===== src/mbps_pkg.sv =====
// ----------------------------------------------------------------------------
// mbps_pkg
// Shared types and constants of the masked byte pattern scanner.
// ----------------------------------------------------------------------------
package mbps_pkg;

    localparam int PATTERN_SLOTS = 32;
    localparam int CFG_DATA_W    = 64;
    localparam int CFG_INDEX_W   = 3;

    localparam logic [CFG_INDEX_W-1:0] CFG_PATTERN_0_7   = 3'd0;
    localparam logic [CFG_INDEX_W-1:0] CFG_PATTERN_8_15  = 3'd1;
    localparam logic [CFG_INDEX_W-1:0] CFG_PATTERN_16_23 = 3'd2;
    localparam logic [CFG_INDEX_W-1:0] CFG_PATTERN_24_31 = 3'd3;
    localparam logic [CFG_INDEX_W-1:0] CFG_CARE_MASK     = 3'd4;
    localparam logic [CFG_INDEX_W-1:0] CFG_PATTERN_LEN   = 3'd5;
    localparam logic [CFG_INDEX_W-1:0] CFG_POSITION_BIAS = 3'd6;

    localparam logic [5:0]  PATTERN_LEN_RESET   = 6'd1;
    localparam logic [31:0] POSITION_BIAS_RESET = 32'h0000_1000;

    typedef struct packed {
        logic [31:0] match_position;
        logic [31:0] match_total;
        logic        summary_record;
    } record_t;

endpackage


===== src/mbps_out_fifo.sv =====
// ----------------------------------------------------------------------------
// mbps_out_fifo
// Small result queue: one record written and one read per cycle unless stalled.
// ----------------------------------------------------------------------------
module mbps_out_fifo
    import mbps_pkg::*;
#(
    parameter int DEPTH = 2
)
(
    input  logic    clk,
    input  logic    rst_n,
    input  logic    push,
    input  record_t push_rec,
    output logic    full,
    output logic    out_valid,
    input  logic    out_stall,
    output record_t out_rec
);

    localparam int PTR_W = (DEPTH > 1) ? $clog2(DEPTH) : 1;
    localparam int CNT_W = $clog2(DEPTH + 1);

    record_t            mem [DEPTH];
    logic [PTR_W-1:0]   wr_ptr_reg, wr_ptr_next;
    logic [PTR_W-1:0]   rd_ptr_reg, rd_ptr_next;
    logic [CNT_W-1:0]   count_reg, count_next;
    logic               pop;

    assign full      = (count_reg == CNT_W'(DEPTH));
    assign out_valid = (count_reg != '0);
    assign pop       = out_valid & ~out_stall;
    assign out_rec   = mem[rd_ptr_reg];

    always_comb
    begin
        wr_ptr_next = wr_ptr_reg;
        rd_ptr_next = rd_ptr_reg;
        count_next  = count_reg;
        if (push)
        begin
            wr_ptr_next = (wr_ptr_reg == PTR_W'(DEPTH - 1)) ? '0 : wr_ptr_reg + 1'b1;
        end
        if (pop)
        begin
            rd_ptr_next = (rd_ptr_reg == PTR_W'(DEPTH - 1)) ? '0 : rd_ptr_reg + 1'b1;
        end
        if (push && !pop)
        begin
            count_next = count_reg + 1'b1;
        end
        else if (!push && pop)
        begin
            count_next = count_reg - 1'b1;
        end
    end

    always_ff @(posedge clk or negedge rst_n)
    begin
        if (!rst_n)
        begin
            wr_ptr_reg <= '0;
            rd_ptr_reg <= '0;
            count_reg  <= '0;
        end
        else
        begin
            wr_ptr_reg <= wr_ptr_next;
            rd_ptr_reg <= rd_ptr_next;
            count_reg  <= count_next;
        end
    end

    always_ff @(posedge clk)
    begin
        if (push)
        begin
            mem[wr_ptr_reg] <= push_rec;
        end
    end

    a_no_overflow: assert property (@(posedge clk) disable iff (!rst_n)
        push |-> !full)
        else $error("result queue written while full");

    a_count_tracks: assert property (@(posedge clk) disable iff (!rst_n)
        (push && !pop) |=> (count_reg == $past(count_reg) + 1'b1))
        else $error("result queue count lost a beat");

    a_no_underflow: assert property (@(posedge clk) disable iff (!rst_n)
        (count_reg == '0) |-> !pop)
        else $error("result queue read while empty");

endmodule


===== src/masked_byte_pattern_scanner.sv =====
// ----------------------------------------------------------------------------
// masked_byte_pattern_scanner
// Streams the bytes of a buffer through a sliding window and reports every
// window start whose cared bytes equal the configured pattern, then a summary
// with the match count at the end of the buffer.
//
// One byte is taken per cycle while in_stall is low and held in the input
// stage until consumed; there the window is compared in parallel against a
// pattern pre-aligned to the active length, and its records pass a two-beat
// result queue whose count register drives out_valid. The queue takes one
// record per cycle, so a final byte of a buffer that also matches holds the
// input stage for its summary. Configuration must be written while the block
// is idle, unenforced; changes reach the compare via the aligned registers.
// ----------------------------------------------------------------------------
module masked_byte_pattern_scanner
    import mbps_pkg::*;
#(
    parameter int MAX_PATTERN_BYTES = 32
)
(
    input  logic                   clk,
    input  logic                   rst_n,

    input  logic                   cfg_write_en,
    input  logic [CFG_INDEX_W-1:0] cfg_index,
    input  logic [CFG_DATA_W-1:0]  cfg_data,

    input  logic                   in_valid,
    output logic                   in_stall,
    input  logic [7:0]             data_byte,
    input  logic                   end_of_buffer,

    output logic                   out_valid,
    input  logic                   out_stall,
    output logic [31:0]            match_position,
    output logic [31:0]            match_total,
    output logic                   summary_record
);

    localparam int LEN_W = $clog2(MAX_PATTERN_BYTES + 1);

    // configuration registers
    logic [8*PATTERN_SLOTS-1:0] pattern_reg;
    logic [PATTERN_SLOTS-1:0]   care_reg;
    logic [5:0]                 length_reg;
    logic [31:0]                bias_reg;

    // pattern aligned to the window
    logic [7:0]                 apat_reg  [MAX_PATTERN_BYTES];
    logic [7:0]                 apat_next [MAX_PATTERN_BYTES];
    logic [MAX_PATTERN_BYTES-1:0] acare_reg, acare_next;
    logic [LEN_W-1:0]           alen_reg, alen_next;
    logic [31:0]                abias_reg, abias_next;

    // input stage
    logic [7:0]                 window_reg [MAX_PATTERN_BYTES];
    logic [31:0]                seen_reg, seen_next;
    logic                       restart_reg;
    logic                       a_valid_reg, a_valid_next;
    logic                       a_last_reg;
    logic                       phase_reg, phase_next;
    logic [31:0]                matches_reg, matches_next;

    logic                       accept;
    logic                       consume;
    logic                       push;
    logic                       hit;
    logic [MAX_PATTERN_BYTES-1:0] miss;
    record_t                    push_rec;
    record_t                    out_rec;
    logic                       full;

    // configuration writes
    always_ff @(posedge clk or negedge rst_n)
    begin
        if (!rst_n)
        begin
            pattern_reg <= '0;
            care_reg    <= '0;
            length_reg  <= PATTERN_LEN_RESET;
            bias_reg    <= POSITION_BIAS_RESET;
        end
        else if (cfg_write_en)
        begin
            case (cfg_index)
                CFG_PATTERN_0_7:   pattern_reg[63:0]    <= cfg_data;
                CFG_PATTERN_8_15:  pattern_reg[127:64]  <= cfg_data;
                CFG_PATTERN_16_23: pattern_reg[191:128] <= cfg_data;
                CFG_PATTERN_24_31: pattern_reg[255:192] <= cfg_data;
                CFG_CARE_MASK:     care_reg             <= cfg_data[31:0];
                CFG_PATTERN_LEN:   length_reg           <= cfg_data[5:0];
                CFG_POSITION_BIAS: bias_reg             <= cfg_data[31:0];
                default:           ;
            endcase
        end
    end

    // align pattern and mask to the active length
    always_comb
    begin
        logic [5:0] len6;
        logic [5:0] src;
        if (length_reg == '0)
        begin
            len6 = 6'd1;
        end
        else if (length_reg > 6'(MAX_PATTERN_BYTES))
        begin
            len6 = 6'(MAX_PATTERN_BYTES);
        end
        else
        begin
            len6 = length_reg;
        end
        alen_next  = LEN_W'(len6);
        abias_next = bias_reg - 32'(len6);
        for (int j = 0; j < MAX_PATTERN_BYTES; j++)
        begin
            src           = len6 - 6'(j) - 6'd1;
            apat_next[j]  = pattern_reg[8*src[4:0] +: 8];
            acare_next[j] = (6'(j) < len6) & care_reg[src[4:0]];
        end
    end

    always_ff @(posedge clk or negedge rst_n)
    begin
        if (!rst_n)
        begin
            acare_reg <= '0;
            alen_reg  <= LEN_W'(1);
            abias_reg <= POSITION_BIAS_RESET - 32'd1;
            for (int j = 0; j < MAX_PATTERN_BYTES; j++)
            begin
                apat_reg[j] <= '0;
            end
        end
        else
        begin
            acare_reg <= acare_next;
            alen_reg  <= alen_next;
            abias_reg <= abias_next;
            apat_reg  <= apat_next;
        end
    end

    // compare and record generation
    always_comb
    begin
        for (int j = 0; j < MAX_PATTERN_BYTES; j++)
        begin
            miss[j] = acare_reg[j] & (window_reg[j] != apat_reg[j]);
        end
    end

    assign hit = a_valid_reg & ~phase_reg & (seen_reg >= 32'(alen_reg)) & ~(|miss);

    always_comb
    begin
        push         = 1'b0;
        consume      = 1'b0;
        phase_next   = phase_reg;
        matches_next = matches_reg;
        push_rec     = '0;
        if (a_valid_reg && !full)
        begin
            if (hit)
            begin
                push                    = 1'b1;
                push_rec.match_position = seen_reg + abias_reg;
                if (matches_reg != '1)
                begin
                    matches_next = matches_reg + 32'd1;
                end
                phase_next = a_last_reg;
                consume    = ~a_last_reg;
            end
            else if (a_last_reg)
            begin
                push                    = 1'b1;
                push_rec.match_total    = matches_reg;
                push_rec.summary_record = 1'b1;
                matches_next            = '0;
                phase_next              = 1'b0;
                consume                 = 1'b1;
            end
            else
            begin
                consume = 1'b1;
            end
        end
    end

    // input stage
    assign in_stall     = a_valid_reg & ~consume;
    assign accept       = in_valid & ~in_stall;
    assign a_valid_next = accept | (a_valid_reg & ~consume);
    assign seen_next    = (restart_reg ? 32'd0 : seen_reg) + 32'd1;

    always_ff @(posedge clk or negedge rst_n)
    begin
        if (!rst_n)
        begin
            seen_reg    <= '0;
            restart_reg <= 1'b0;
            a_valid_reg <= 1'b0;
            a_last_reg  <= 1'b0;
            phase_reg   <= 1'b0;
            matches_reg <= '0;
        end
        else
        begin
            a_valid_reg <= a_valid_next;
            phase_reg   <= phase_next;
            matches_reg <= matches_next;
            if (accept)
            begin
                seen_reg    <= seen_next;
                restart_reg <= end_of_buffer;
                a_last_reg  <= end_of_buffer;
            end
        end
    end

    // advance the window
    always_ff @(posedge clk)
    begin
        if (accept)
        begin
            window_reg[0] <= data_byte;
            for (int k = 1; k < MAX_PATTERN_BYTES; k++)
            begin
                window_reg[k] <= window_reg[k-1];
            end
        end
    end

    mbps_out_fifo #(
        .DEPTH (2)
    ) u_out_fifo (
        .clk       (clk),
        .rst_n     (rst_n),
        .push      (push),
        .push_rec  (push_rec),
        .full      (full),
        .out_valid (out_valid),
        .out_stall (out_stall),
        .out_rec   (out_rec)
    );

    assign match_position = out_rec.match_position;
    assign match_total    = out_rec.match_total;
    assign summary_record = out_rec.summary_record;

    a_phase_on_last: assert property (@(posedge clk) disable iff (!rst_n)
        phase_reg |-> (a_valid_reg && a_last_reg))
        else $error("pending summary without a final beat in the input stage");

    a_summary_follows: assert property (@(posedge clk) disable iff (!rst_n)
        (phase_reg && !full) |-> (push && push_rec.summary_record && consume))
        else $error("summary not issued after a match on the final beat");

    a_count_cleared: assert property (@(posedge clk) disable iff (!rst_n)
        (push && push_rec.summary_record) |=> (matches_reg == '0))
        else $error("match count not cleared after summary");

    a_restart_seen: assert property (@(posedge clk) disable iff (!rst_n)
        (accept && restart_reg) |=> (seen_reg == 32'd1))
        else $error("byte count not restarted on a new buffer");

endmodule

===== config.mk =====
export PLATFORM = sky130hd
export DESIGN_NAME = masked_byte_pattern_scanner
export DESIGN_NICKNAME = d
export VERILOG_FILES = /design/src/mbps_pkg.sv /design/src/mbps_out_fifo.sv /design/src/masked_byte_pattern_scanner.sv
export SDC_FILE = /design/constraint.sdc
export NUM_CORES = 2
export LEC_CHECK = 0
export BUFFER_PORTS_ARGS = -buffer_cell sky130_fd_sc_hd__buf_4
export CAP_MARGIN = 20
export CORE_ASPECT_RATIO = 0.8
export CORE_MARGIN = 3
export CORE_UTILIZATION = 50
export DETAILED_ROUTE_END_ITERATION = 10
export PLACE_DENSITY_LB_ADDON = 0.12
export RECOVER_POWER = 50
export SETUP_SLACK_MARGIN = 0.3
export SLEW_MARGIN = 20
export SYNTH_ARGS = -nofsm -noshare
export SYNTH_HDL_FRONTEND = slang
export SYNTH_SLANG_ARGS = --single-unit

===== constraint.sdc =====
create_clock -name clk -period 19.92 [get_ports clk]
set_input_delay 2.988 -clock clk [delete_from_list [all_inputs] [get_ports clk]]
set_output_delay 2.988 -clock clk [all_outputs]
set_load 0.03 [all_outputs]

==> Yosys cells after proc, flatten, opt, wreduce, memory -nomap -nowiden <==
Memories as Yosys holds them, arrays and structs flattened.
Cells that the tools add are included.
{ "word_totals": {"regBits": 723, "mem_bits_rw": 386, "output_inout_bits": 67, "memories": 2} }
{ "mem_list": {"columns": ["memory", "depth", "width", "rd", "rd_clocked_by_memory_dff", "write_ports", "line_no", "rtl"], "rows": [
  ["window_reg", 32, 8, 32, 0, 32, "masked_byte_pattern_scanner.sv:56", "logic [7:0] window_reg [MAX_PATTERN_BYTES];"],
  ["u_out_fifo.mem", 2, 65, 1, 0, 1, "mbps_out_fifo.sv:24", "record_t mem [DEPTH];"]
]} }
{ "classes": {"addsub": 70, "n_lt_le_gt_ge": 66, "n_eq_ne": 41, "shifts": 32, "mux": 89, "bitwise_logic": 77, "n_reduce_logical": 21} }
{ "ops": {"columns": ["operator", "count"], "rows": [
  ["256-bit by 9-bit variable part select with 8-bit output", 32],
  ["8-bit != test", 32],
  ["5-bit by 6-bit < comparator with 1-bit output, second input constant", 32],
  ["1-bit binary-select mux with 5-bit select", 32],
  ["32-bit two-way mux", 5],
  ["5-bit by 1-bit subtractor with 5-bit output, second input constant", 32],
  ["5-bit by 6-bit < comparator with 1-bit output, first input constant", 16],
  ["5-bit subtractor, second input constant", 16],
  ["1-bit AND", 70],
  ["33-bit two-way mux", 2],
  ["65-bit two-way mux", 1],
  ["32-bit by 1-bit adder with 32-bit output, second input constant", 2],
  ["4-bit by 6-bit < comparator with 1-bit output, first input constant", 8],
  ["1-bit two-way mux", 45],
  ["5-bit by 4-bit subtractor with 5-bit output, second input constant", 8],
  ["32-bit adder", 1],
  ["32-bit by 6-bit greater-or-equal comparator with 1-bit output", 1],
  ["32-bit != test, second input constant", 1],
  ["32-bit OR reduction", 1],
  ["32-bit by 6-bit subtractor with 32-bit output", 1],
  ["3-bit by 6-bit < comparator with 1-bit output, first input constant", 4],
  ["5-bit by 3-bit subtractor with 5-bit output, second input constant", 4],
  ["2-bit AND reduction", 8],
  ["1-bit by 6-bit < comparator with 1-bit output, first input constant", 2],
  ["other kinds (21)", 40]
]} }

==> Longest topological paths before layout <==
An unclocked memory read counts as a cell.
{ "logic_depth": {"ltp_word": 14, "mapped_depth": 18, "mapped_depth_nobuf": 14} }

==> By module <==
From an unflattened synthesis, not the netlist that was laid out.
{ "hier_totals": {"hier_cells": 5749, "hier_area_um2": 63019.2} }
{ "by_module_without_submodules": {"columns": ["module", "n_inst", "cells_per_inst", "area_each_um2", "seq_area_each_um2"], "rows": [
  ["masked_byte_pattern_scanner", 1, 5531, 57973.1, 25698.4],
  ["mbps_out_fifo", 1, 218, 5046.1, 4003.8]
]} }

==> Worst setup path after synthesis <==
No wires, ideal clock.
{ "synth_timing": {"path_kind": "input to register", "from": "input port in_valid", "to": "memory window_reg[0][0], enable pin", "setup_ns": 0.605, "t_arrival_ns": 8.618, "required_time_ns": 19.315, "setup_slack_ns": 10.697, "cell_stages": 5, "n_path_buf": 2, "path_cell_list": "and2_1 > clkbuf_1 > o21ai_1 > clkbuf_1 > inv_1"} }
{ "synth_rtl": {"columns": ["element", "line_no", "rtl"], "rows": [
  ["start: declaration", "masked_byte_pattern_scanner.sv:28", "input logic in_valid,"],
  ["end: declaration", "masked_byte_pattern_scanner.sv:56", null]
]} }

==> metrics.md <==
| Metric | Value |
|---|---|
| Worst Path Buf+Inv | `4` |
| Gr usage total | `33.2%` |
| Initial DRC Count | `5758` |
| Data required, critical path | `20.69 ns` |
| Post-synthesis mux area share | `27.9%` |
| Commonest cells in the netlist | `nand2_1, mux2i_1, dfrtp_1` |
| Vias | `45200` |
| TritonRoute pass-1 iters | `6` |
| GR Overflow Total | `0` |
| Tot Pwr | `12000 µW` |
| Mapped Cells | `5369` |
| Final Cell Area | `68800 µm²` |
| VDD IR-drop max | `0.114 mV` |
| Multi-input gate area | `31200 µm²` |
| Logic gate share of total power | `51.1%` |
| Die area | `129000 µm²` |
| Power share of the sequential group | `30.3%` |
| Pin count of the biggest net entering global routing | `136` |
| Clock share of power | `18.5%` |
| Post-CTS Setup Bufs | `0` |
| Sink Count | `1109` |
| Core area | `123000 µm²` |
| Htree depth | `3` |
| Antenna Violating Nets Remaining | `0` |
| Synth top area cells | `dfrtp_1, edfxtp_1, mux2i_1` |
| Setup Skew | `0.0676 ns` |
| Yosys top cell area share | `28.5%` |
| Vias in the first global route | `41300` |
| Total negative slack | `0 ns` |
| Status | `complete, but fails checks` |
| Via-to-Cell Ratio | `6.31` |
| Worst-Skew Late Latency | `0.79 ns` |
| Nets | `5550` |
| Crit share post-route | `58.6%` |
| Slew Limit Fails | `1217` |
| Critical Path Max Stage Delay | `3.06 ns` |
| I/O pins | `148` |
| Critical path's slowest cell | `clkbuf_1` |
| Ys Warns | `0` |
| Largest area contributor in the netlist | `dfrtp_1` |
| EDFF count, synth | `386` |
| Synth Cell Area | `62100 µm²` |
| Most used flip-flop cell after synthesis | `dfrtp_1` |
| Yosys cell types | `80` |
| Layout area overhead | `10.7%` |
| Synth Net Count | `5511` |
| Post-Synth Simple-Gate Area | `11.3%` |
| Critical Path Most Common Cell | `clkbuf_1` |
| Post-CTS Hold Fix Bufs | `0` |
| Critical path class | `in2async` |
| Violated checks | `capacitance limit, slew limit` |
| Global-route wire length before repair | `305000 µm` |
| Post-layout minimum cycle time | `11.67 ns` |
| WL per Instance | `30.1 µm` |
| Total leakage power | `0.0298 µW` |
| Die Span Y | `321 µm` |
| CP endpoint kind | `async pin` |
| Placed inst area | `65000 µm²` |
| Placer's final routability congestion estimate | `1.05` |
| Final hold violations | `0` |
| Worst-margin pin slew | `4.97 ns` |
| Max-cap violations | `23` |
| I/O Buffers | `147` |
| Top delay family on crit path | `buffers and inverters` |
| Switching pwr | `5420 µW` |
| Normalized max-slew margin | `-233%` |
| Final WL | `215000 µm` |
| # DRC | `0` |
| XOR/XNOR share of the synthesized area | `5.13%` |
| CP arrival | `12.43 ns` |
| Mean cell area of the mapped netlist | `11.6 µm²` |
| Async set-reset flop share out of synthesis | `65.2%` |
| Unrepaired setup endpoints after global routing | `no` |
| Initial core utilization | `50.4%` |
| Post-synthesis sequential area ratio | `47.8%` |
| Register bit total from synthesis | `1109` |
| Compound-Gate Fraction of Synth Area | `4.29%` |
| Root Buffer | `clkbuf_16` |
| CP cell instances | `clkbuf_1 > clkbuf_1 > clkbuf_1 > buf_4` |
| Reg area | `29700 µm²` |
| Initial antenna violation count | `38` |
| # resized after CTS | `0` |
| Final Setup Violations | `0` |
| CP max FO | `80` |
| Worst-path clk slew | `0.07 ns` |
| Cell with the most instances after synthesis | `nand2_1` |
| Dpl hpwl | `165000 µm` |
| CTS buffer count | `110` |
| Largest family of logic cells by synthesized area | `multiplexers` |
| Type of element launching the critical path | `input port` |
| Worst-case clock buffer depth | `3` |
| Worst Hold Slack | `0.426 ns` |
| Internal | `6610 µW` |
| Die Span X | `400 µm` |
| FP Rows | `115` |
| Tightest Hold Check Type | `reg2reg` |
| Share of cells above drive strength 1 | `20.3%` |
| Max Fclk | `85.7 MHz` |
| CTS tree | `yes` |
| Power Density | `175 nW/µm²` |
| Switching part of the total power | `45.1%` |
| Fill count | `10500` |
| Adder-cell share of the synthesized area | `1.25%` |
through the flow:
stage          worst slack, ns  utilization, %  cells
3_3_place_gp             12.77            52.7   6934
6_report                  8.25            55.8   7154
4_1_cts                  12.54            55.9   7142
5_1_grt                   6.37            55.8   7143
3_5_place_dp             12.74            52.7   6934
2_1_floorplan            10.70               -   5369
worst paths after layout:
path                              startpoint           endpoint  slack (ns)  cells past startpoint
setup reg to reg               length_reg[5]      acare_reg[30]        8.63                     12
hold reg to reg            window_reg[1][43]  window_reg[1][51]        0.43                      0
hold / removal             window_reg[1][43]  window_reg[1][51]        0.43                      0
max in group clk               length_reg[5]      acare_reg[30]        8.63                     12
setup / recovery                       rst_n       bias_reg[14]        8.25                      4
min in group asynchronous              rst_n      apat_reg[158]        3.85                      1
placed cells by master (no fill, tap or decap), types with 10 or more instances in the layout:
master and n:
ha_1 56, mux2_1 10, bufinv_16 11, clkbuf_16 112
mux4_2 94, xnor2_2 11, and4_1 11, nand3_1 28
a21o_1 19, a21oi_1 78, nor3_1 37, and2_1 35
dfstp_2 15, a31oi_1 148, and3_1 163, nor2b_1 18
inv_1 51, o21ai_0 99, xor2_1 27, or4_1 13
clkbuf_8 21, nand4_1 98, nand2b_1 14, nor2_1 111
or3_1 16, mux2_2 553, nor4_1 14, diode_2 12
clkinv_2 23, o31ai_1 10, dfrtp_1 707, nand2_1 922
xnor2_1 298, buf_4 198, mux2i_1 868, clkbuf_1 47
edfxtp_1 386
metal layers:
metal / track usage, % / vias up / share of wire, %
met2: 43.0 / 2180 / 39
met4: 7.12 / 14 / 2.4
li1: - / 19500 / -
met3: 13.8 / 258 / 14
met1: 51.3 / 23200 / 45
met5: 0 / - / 0.044
power by group through the flow:
stage	Clock, µW	Combinational [µW]	Sequential (µW)
after global placement	0	5830	3650
final	2230	6150	3650
after CTS	2260	5910	3630
after global routing	2340	6400	3710
after floorplan	0	3700	3450
after detailed placement	0	5880	3670
cell type report:
cell class / count / share of cell area [%]
Sequential cell: 1109 / 43.2
Timing Repair Buffer: 234 / 2.41
Inverter: 58 / 0.331
Tap cell: 1638 / 2.98
Multi-Input combinational cell: 3895 / 45.3
Clock buffer: 151 / 4.60
Antenna cell: 12 / 0.0437
Clock inverter: 57 / 1.10
cells by family (layout without fill, tap and decap cells):
family                     count (synthesis)  in the layout
AOI/OAI and AO/OA                        431            431
muxes                                   1533           1533
DFF                                     1109           1109
buffers and inverters                    365            500
adders and majority gates                 61             61
and+or+nand+nor                         1522           1522
xor gates and xnor gates                 348            348
other                                      0             12
No activity file was read; power rests on OpenSTA's default activity.
